`config.mk`:
```
export PLATFORM = sky130hd
export DESIGN_NAME = mrb_ram
export DESIGN_NICKNAME = d
export VERILOG_FILES = /design/src/rtl/core/mrb_ram.sv
export SDC_FILE = /design/constraint.sdc
export NUM_CORES = 1
export LEC_CHECK = 0
export BUFFER_PORTS_ARGS = -buffer_cell sky130_fd_sc_hd__buf_2
export CORE_ASPECT_RATIO = 1.5
export CORE_MARGIN = 3
export CORE_UTILIZATION = 30
export DETAILED_ROUTE_END_ITERATION = 10
export PLACE_DENSITY = 0.53
export SYNTH_ARGS = -nofsm -noshare
export SYNTH_HDL_FRONTEND = slang
export SYNTH_SLANG_ARGS = --single-unit
```
`constraint.sdc`:
```
create_clock -name i_clk -period 2.3 [get_ports i_clk]
set_clock_uncertainty 0.1 [all_clocks]
set_input_delay 0.46 -clock i_clk [delete_from_list [all_inputs] [get_ports i_clk]]
set_output_delay 0.46 -clock i_clk [all_outputs]
set_load 0.1 [all_outputs]
```
`src/rtl/core/mrb_ram.sv`:
```
// Generic simple dual-port RAM with registered read.
module mrb_ram #(
    parameter int WIDTH = 8,
    parameter int DEPTH = 16
) (
    input  logic                     i_clk,
    input  logic                     i_we,
    input  logic [$clog2(DEPTH)-1:0] i_waddr,
    input  logic [WIDTH-1:0]         i_wdata,
    input  logic                     i_re,
    input  logic [$clog2(DEPTH)-1:0] i_raddr,
    output logic [WIDTH-1:0]         o_rdata
);

    logic [WIDTH-1:0] r_mem [DEPTH];
    logic [WIDTH-1:0] r_rdata;

    always_ff @(posedge i_clk) begin
        if (i_we) begin
            r_mem[i_waddr] <= i_wdata;
        end
        if (i_re) begin
            r_rdata <= r_mem[i_raddr];
        end
    end

    assign o_rdata = r_rdata;

endmodule

```
After elaboration in Yosys (flattened, before gate mapping)
Memories as Yosys holds them, arrays and structs flattened. A register that Yosys moved wholly into a read port is not among the register bits.
Cells that the tools add are included.
{"block": "op_classes", "magnitude_cmp": 0, "bitwise_logic": 0, "add_sub_neg": 0, "multipliers": 0, "eq_ne": 0, "shift": 0, "muxes": 2, "n_reduce_logical": 0, "n_div": 0}
{"operator": "$mux 1", "count": 2}
{"block": "totals", "elab_cells": 3, "mem_bits_ro": 0, "ram_bits": 128, "regBits": 0, "memories": 1, "latchBits": 0}
{"memory": "r_mem", "words": 16, "width": 8, "rd": 1, "rd_ports_with_merged_regs": 1, "wr": 1, "line_no": "15", "text": "logic [WIDTH-1:0] r_mem [DEPTH];"}

Depth between registers and ports, before layout
Gate-level depths: netlist of run 1.
{"block": "depth", "ltp_word": 2, "depth_mapped": 5, "depth_no_buf": 3}

Worst setup path after synthesis of run 1
OpenSTA, ideal clock, no wires.
{"block": "synth_timing", "kind": "input port to flip-flop", "startpoint": "input port i_waddr[2]", "endpoint": "memory r_mem[0][0], enable pin", "t_required_ns": 1.817, "arrival_ns": 1.570, "slack_ns": 0.247, "cell_stages": 2, "path_buffers": 0, "cell_sequence": "or3b_2 > nor3_1"}
{"item": "start: declaration", "line_no": "8", "text": "input logic [$clog2(DEPTH)-1:0] i_waddr,"}
{"item": "end: declaration", "line_no": "15"}
Straight into the memory's write port.

Worst setup path in the final report of run 1
{"block": "layout_timing", "startpoint": "register r_rdata[7] (netlist: o_rdata[7]) (read register of r_mem)", "endpoint": "output port o_rdata[7]"}
{"item": "start: declaration", "line_no": "16", "text": "logic [WIDTH-1:0] r_rdata;"}
{"item": "end: declaration", "line_no": "12", "text": "output logic [WIDTH-1:0] o_rdata"}
No word-level cell between the ends.

==> results of run 1 <==
-- logic make-up (layout without fill, tap and decap cells) --
group	Yosys count	count (layout)	share of synthesized area, %
and+or+nand+nor	35	35	3.14
buffers and inverters	10	79	1.65
muxes	32	32	14.8
AOI/OAI and AO/OA	16	16	2.30
DFF	136	136	78.1
-- synthesized netlist by cell type (all sizes together) --
library cell / instances
edfxtp: 136
mux4: 32
a22oi: 16
nor2: 13
nand2: 9
buf: 7
nor3: 4
clkdlybuf4s25: 3
nand2b: 2
nand3b: 2
and2: 1
and2b: 1
nand3: 1
nor2b: 1
or3b: 1
-- state kept, by name (all words and copies together), names as in the netlist --
name,count
r_mem,128
o_rdata,8
-- layout by cell type (no fill, tap or decap) --
master	Yosys	final
nor3_1	4	4
buf_4	1	19
mux4_2	18	18
nand3_1	1	1
edfxtp_1	136	136
nand3b_1	2	2
buf_2	3	26
nand2b_1	2	2
clkinv_4	0	1
nor2_1	13	13
nor2b_1	1	1
clkinv_2	0	4
clkbuf_16	0	17
and2b_1	1	1
clkinv_1	0	2
mux4_1	14	14
buf_12	0	3
and2_1	1	1
inv_6	0	1
nand2_1	9	9
bufinv_16	0	3
a22oi_1	16	16
clkinvlp_4	0	3
or3b_2	1	1
-- power breakdown --
part           switching, mW  leakage (nW)  total (mW)  internal [mW]
sequential            0.0131          1.24        2.81           2.79
clock                  0.964         0.280        2.65           1.68
combinational          0.232         0.603       0.347          0.115
total                   1.21          2.12        5.80           4.59
-- final timing paths --
kind	slack (ps)	startpoint	to	cells past startpoint
hold / removal	320	i_re	o_rdata[2]	1
setup / recovery	530	o_rdata[7]	o_rdata[7]	1
setup reg to reg	670	r_mem[1][5]	o_rdata[5]	3
hold reg to reg	650	r_mem[14][2]	o_rdata[2]	3
-- routing by layer --
metal | vias up | part of all wire, % | wire, um
li1 | 1090 | - | -
met4 | 0 | 1.7 | 180
met2 | 64 | 55 | 5710
met3 | 10 | 3.1 | 322
met1 | 1263 | 40 | 4080
met5 | - | 0 | 0
-- layout make-up --
class | instances | area, um^2 | share of cell area [%]
well taps | 210 | 263 | 4.16
clock inverters | 14 | 158 | 2.49
repair buffers | 48 | 333 | 5.27
flip-flops and latches | 136 | 4080 | 64.6
clock buffers | 17 | 425 | 6.73
multi-input cells | 83 | 1060 | 16.7
==> impl_results.md, run 1 <==
- Util after Layout: 37.4%
- Final Max Tran Viols: 0
- Pre-CTS WS: 122 ps
- Vias per cell: 4.78
- Hold_ws: 321 ps
- Fmax: 564 MHz
- Crit-path cells: buf_2
- Yosys warnings: 0
- Max-Slew Margin vs Limit: 67.0%
- Starting Density: a little over 30%
- GR met3 Demand/Resource: under 10%
- WL final: 10300 um
- Post-Syn Instances: 229
- I/O Buffers: 26
- Critical path data required time: 1740 ps
- Grt peak-use layer: met2
- Vias in the first global route: 2568
- Pwr Total: between 5 and 6 mW
- Antenna viol nets, final: 0
- Routed len/inst: approximately 20 um
- Setup ws final: 527 ps
- GR Layer Usage met1: 12.7%
- Nets@finish: between 300 and 400
- Critical path class: reg -> out
- Worst path buffer plus inverter count: 1
- Die area: between 0.015 and 0.02 mm^2
- Layout cells sized above 1: between 30% and 40%
- Hold buffers post-CTS: 0
- Post-CTS resize count: 0
- CP max stage cell: buf_2
- DRC: 0
- Postcts setup bufs: 0
- CP arrival: 1210 ps
- Pwr/cell area: about 900 mW/mm^2
- DR iter-0 viols: 98
- CP top delay family: buffers and inverters
- TritonCTS clock tree: yes
- Critical Path End Type: primary output
- ANT cells: 0
- Ranking of synthesized cells by area: edfxtp_1, mux4_2, mux4_1
- Register bit total from synthesis: 136
- Outcome: completed
- Synthesized area per cell: 22.8 um^2
- Pin count of the biggest net entering global routing: 18
- Post-DP HPWL: 7050 um
- Die X: roughly 110 um
- Worst slew pin tran: approximately 500 ps
- I/O pins: 27
- Final Cell Area: 0.00632 mm^2
- Placed Area: 0.00574 mm^2
- Worst path max stage delay: around 440 ps
- Fin Setup TNS: 0 ps
- Post-Syn Nets: 248
- CTS max path bufs: 2
- Netlist cell types: 18
- Worst vdd ir: 0.000421 V
- GRT overflow: 0
- Row Count: 58
- Number of max-cap violations: 0
- CP max FO: 1
- Hold Fails Final Rpt: 0
- Clk sinks: approximately 140
- Unrepaired setup endpoints after global routing: false
- Sequential fraction of the synthesis area: 78.1%
- Final setup fails: 0
- Yosys top cell area share: 78.1%
- Clock slew at reported path FFs: 60 ps
- Num CTS Buffers: 17
- DRT Pass-1 Iters: 5
- First-pass GRT wire length: 15400 um
- Area Growth Syn to Fin: 20.9%
- FILL cells: approximately 1500
- Worst Setup Start Kind: register
- DIE HEIGHT: 168 um
- Initial antenna violation count: 0
- Vias: 2427
- Fin crit period: 1770 ps
- Clock latency at the later pin of the worst-skew pair: 400 ps
- Inst Count DP: 477
- Global-route met2 utilization: around a fifth
- Min-Delay Path Class: in -> reg
- Post-Synthesis Cell Area: 0.00523 mm^2
- Lkg Pwr: 2.12 nW
- Filler-free cell count of the finished design: 508
- Yosys top cell by area: edfxtp_1
- Final period util: 77.1%
- CTS root buffer: clkbuf_16
- Clock H-tree levels: 4
- GP Congestion: 0.755
- Core Box Area: 0.0169 mm^2
- Gr usage total: 11.4%
Note: power is estimated with default switching activity, not from simulation.
==> run 2: changes to the inputs <==
==> constraint.sdc (replaced) <==
create_clock -name i_clk -period 1.8 [get_ports i_clk]
set_clock_uncertainty 0.1 [all_clocks]
set_input_delay 0.36 -clock i_clk [delete_from_list [all_inputs] [get_ports i_clk]]
set_output_delay 0.36 -clock i_clk [all_outputs]
set_load 0.1 [all_outputs]
==> impl_results.md, run 2 (synthesis results as in run 1) <==
- Outcome: completed
- Pin count of the biggest net entering global routing: 22
- Worst vdd ir: 0.000483 V
- Clock latency at the later pin of the worst-skew pair: about 400 ps
- CP arrival: roughly 1200 ps
- Initial antenna violation count: 0
- CP max FO: 1
- Inst Count DP: 482
- DRT Pass-1 Iters: 4
- Row Count: 58
- Area Growth Syn to Fin: 21.3%
- I/O Buffers: 26
- Antenna viol nets, final: 0
- Reg with most FFs: r_mem
- CP max stage cell: buf_2
- Routed len/inst: 20.2 um
- DIE HEIGHT: 168 um
- Most common cell after layout, fill and taps aside: edfxtp_1
- WL final: 10400 um
- Crit-path cells: buf_2
- Nets@finish: between 300 and 400
- CTS root buffer: clkbuf_16
- Pwr/cell area: approximately 1200 mW/mm^2
- Setup ws final: 140 ps
- Final Max Tran Viols: 0
- TritonCTS clock tree: yes
- Final Cell Area: around 0.0063 mm^2
- GP Congestion: 0.740
- DRC: 0
- Fmax: 602 MHz
- Fin crit period: 1660 ps
- Final setup fails: 0
- CTS max path bufs: 2
- Worst path buffer plus inverter count: 1
- First-pass GRT wire length: roughly 16000 um
- Uppermost routed layer: met4
- Pwr Total: 7.30 mW
- Worst Setup Start Kind: register
- Clock H-tree levels: 4
- Post-DP HPWL: 7180 um
- Fin Setup TNS: 0 ps
- Lkg Pwr: 2.13 nW
- Hold buffers post-CTS: 0
- Hold Fails Final Rpt: 0
- Clock slew at reported path FFs: roughly 60 ps
- Max reg flops: 128
- Postcts setup bufs: 0
- Vias: approximately 2500
- Critical path data required time: 1340 ps
- I/O pins: 27
- Max-Slew Margin vs Limit: 47.6%
- Num CTS Buffers: 17
- Post-CTS resize count: 0
- Layout cells sized above 1: 34.0%
- Vias in the first global route: ~2600
- Filler-free cell count of the finished design: 513
- Placed Area: roughly 0.0058 mm^2
- Clk sinks: roughly 140
- M1 WL: 4160 um
- Die area: 0.0191 mm^2
- FILL cells: 1502
- WL met3: 327 um
- Unrepaired setup endpoints after global routing: false
- DR iter-0 viols: 167
- Metal2 WL: 5740 um
- Min-Delay Path Class: in -> reg
- Worst slew pin tran: 785 ps
- Pre-CTS WS: -183 ps
- Starting Density: 30.9%
- Worst path max stage delay: ~440 ps
- GRT overflow: 0
- Critical path class: reg -> out
- ANT cells: 0
- Most frequent cells in the layout: edfxtp_1, buf_2, buf_4, mux4_2, clkbuf_16
- Critical Path End Type: primary output
- CP top delay family: buffers and inverters
- Number of max-cap violations: 0
- Final period util: 92.2%
- Core Box Area: 0.0169 mm^2
- Vias per cell: slightly below 5
- Die X: around 110 um
- Gr usage total: about an eighth
[run 2: changes by cell type in the layout (fill, tap and decap cells not counted), sizes merged]
| cell | previous run | this run |
|---|---|---|
| clkbuf | 17 | 18 |
| inv | 1 | 0 |
| buf | 48 | 53 |
| bufinv | 3 | 2 |
| clkinvlp | 3 | 4 |
[run 2: per-stage QoR]
step	utilization [%]	hold slack (ps)
final	37.5	231
after global routing	37.5	238
after detailed placement	34.2	641
after floorplan	-	359
after global placement	34.2	624
after CTS	37.5	225
[run 2: final cells by class]
cell class                 instances  area (um^2)  area share (%)
sequential                       136         4080            64.4
timing repair buffer              53          370            5.84
clock inverter                    13          133            2.09
multi-input combinational         83         1060            16.8
clock buffer                      18          429            6.77
tap                              210          263            4.14
[run 2: worst paths after layout]
path / startpoint / cells after the start / endpoint / slack, ps
max: o_rdata[3] / 1 / o_rdata[3] / 140
min: i_wdata[1] / 1 / r_mem[6][1] / 230
max reg2reg: r_mem[1][2] / 3 / o_rdata[2] / 250
min reg2reg: r_mem[12][2] / 3 / o_rdata[2] / 660
[run 2: layer usage]
| layer | GRT usage, % | vias to the layer above |
|---|---|---|
| li1 | - | 1103 |
| met1 | 13.9 | 1301 |
| met2 | 20.3 | 55 |
| met3 | 2.46 | 10 |
| met4 | 4.81 | 0 |
| met5 | 0 | - |
[run 2: where the power goes]
group / internal, mW / total [mW] / switching (mW)
Sequential: 3.57 / 3.59 / 0.0173
Clock: 2.02 / 3.27 / 1.25
Combinational: 0.151 / 0.447 / 0.296
Total: 5.74 / 7.30 / 1.57
[run 2: worst reg2reg max path, cell delays in order (launching register included)]
cell and delay (ps):
edfxtp_1 360, mux4_1 500, a22oi_1 260, nand2_1 80
==> run 3: changes to the inputs <==
--- a/config.mk
+++ b/config.mk
@@ -8,9 +8,9 @@
 export BUFFER_PORTS_ARGS = -buffer_cell sky130_fd_sc_hd__buf_2
 export CORE_ASPECT_RATIO = 1.5
 export CORE_MARGIN = 3
-export CORE_UTILIZATION = 30
+export CORE_UTILIZATION = 32
 export DETAILED_ROUTE_END_ITERATION = 10
-export PLACE_DENSITY = 0.53
+export PLACE_DENSITY = 0.55
 export SYNTH_ARGS = -nofsm -noshare
 export SYNTH_HDL_FRONTEND = slang
 export SYNTH_SLANG_ARGS = --single-unit
==> impl_results.md, run 3 (synthesis results as in run 1) <==
- Number of max-cap violations: 0
- Die area: 0.0179 mm^2
- Postcts setup bufs: 0
- Unrepaired setup endpoints after global routing: false
- I/O Buffers: 26
- DR iter-0 viols: 117
- Reg2reg path depth: 3
- Worst Hold End: o_rdata[4]
- DIE HEIGHT: 163 um
- Vias per cell: 4.81
- Core Box Area: between 0.015 and 0.02 mm^2
- Worst Setup Start Kind: register
- Worst path max stage delay: 440 ps
- Most common cell after layout, fill and taps aside: edfxtp_1
- Lkg Pwr: roughly 2.2 nW
- Critical path class: reg -> out
- Pwr Total: roughly 7.5 mW
- Starting Density: 33.0%
- Final Cell Area: 0.00641 mm^2
- Final period util: 94.0%
- Clock slew at reported path FFs: 60 ps
- CP max stage cell: buf_2
- Post-CTS resize count: 0
- Final setup fails: 0
- R2R Path Start: r_mem[1][1]
- First-pass GRT wire length: 16200 um
- Worst path depth: 1
- Hold Startpoint: i_re
- Gr usage total: 13.1%
- Worst path buffer plus inverter count: 1
- Clk sinks: 136
- Flop pwr share: 47.6%
- Min-Delay Path Class: in -> reg
- Most frequent cells in the layout: edfxtp_1, buf_2, buf_4, mux4_2, clkbuf_16
- CP top delay family: buffers and inverters
- Initial antenna violation count: 0
- Die X: 110 um
- Critical Path End Type: primary output
- Max-Slew Margin vs Limit: 48.4%
- Antenna viol nets, final: 0
- FILL cells: roughly 1400
- Row Count: 56
- CP arrival: 1230 ps
- Vias in the first global route: 2690
- Pwr/cell area: ~1200 mW/mm^2
- Crit-path cells: buf_2
- Nets@finish: 311
- Final Max Tran Viols: 0
- Hold buffers post-CTS: 0
- Post-DP HPWL: 7130 um
- Util after Layout: 40.5%
- Layout cells sized above 1: between 30% and 40%
- ANT cells: 0
- Pin count of the biggest net entering global routing: 21
- Max reg flops: roughly 130
- DRT Pass-1 Iters: 4
- CP max FO: 1
- Area Growth Syn to Fin: 22.5%
- Internal: 5.91 mW
- GP Congestion: 0.715
- CTS root buffer: clkbuf_16
- CTS max path bufs: 2
- Num CTS Buffers: 17
- Hold Fails Final Rpt: 0
- Clock H-tree levels: 4
- Outcome: completed
- Reg2Reg Setup Slack: 220 ps
- Worst vdd ir: 0.000514 V
- Worst slew pin tran: approximately 770 ps
- Reg with most FFs: r_mem
- Switch share: 21.6%
- Fmax: 591 MHz
- I/O pins: 27
- GRT overflow: 0
- TritonCTS clock tree: yes
- Reg2reg end: o_rdata[1]
- Critical path data required time: ~1300 ps
- Placed Area: 0.00580 mm^2
- Clk network pwr share: 46.4%
- Vias: 2443
- Psw: 1.62 mW
- Routed len/inst: 20.8 um
- Comb pwr share: 6.1%
- WL final: 10600 um
- Fin crit period: 1690 ps
- DRC: 0
- Hold Path Stages: 1
- Clock latency at the later pin of the worst-skew pair: around 420 ps
run 3: changes by cell type in the layout (fill, tap and decap cells not counted):
cell,change
clkinv_1,+1
bufinv_16,+1
clkinv_4,+1
clkinvlp_4,-1
buf_4,-1
inv_6,+3
clkinv_2,-4
buf_12,+2
run 3: how the worst max path moves through the flow:
stage,start,endpoint,slack (ps)
5_1_grt,o_rdata[5],o_rdata[5],70
6_report,o_rdata[5],o_rdata[5],110
3_3_place_gp,i_raddr[0],o_rdata[1],-250
3_5_place_dp,i_raddr[0],o_rdata[1],-260
4_1_cts,o_rdata[5],o_rdata[5],80
2_1_floorplan,i_raddr[0],o_rdata[1],60
run 3: final cells by class:
type                            count  area, um^2  area share, %
Clock buffer                       18         429           6.70
Clock inverter                     14         174           2.71
Multi-Input combinational cell     83        1060           16.6
Sequential cell                   136        4080           63.8
Tap cell                          203         254           3.96
Timing Repair Buffer               54         403           6.29
run 3: power groups by stage:
stage	sequential, mW	combinational (mW)	clock, mW
floorplan	3.76	0.180	0
global placement	3.65	0.458	0
detailed placement	3.65	0.465	0
CTS	3.59	0.466	3.55
global route	3.59	0.491	3.71
finish	3.59	0.456	3.49
run 3: layer usage:
layer / share of wire (%) / track usage (%)
met1: 41 / 15.7
met3: 4.2 / 3.57
met4: 2.3 / 5.55
met2: 53 / 22.1
met5: 0 / 0
run 3: per-stage QoR:
step | setup TNS [ps] | setup WS, ps | instances | hold slack [ps]
finish | 0 | 108 | 508 | 211
detailed placement | -1400 | -259 | 476 | 640
floorplan | 0 | 57.6 | 229 | 359
global route | 0 | 68.6 | 508 | 209
CTS | 0 | 78.3 | 508 | 202
global placement | -1330 | -254 | 476 | 625
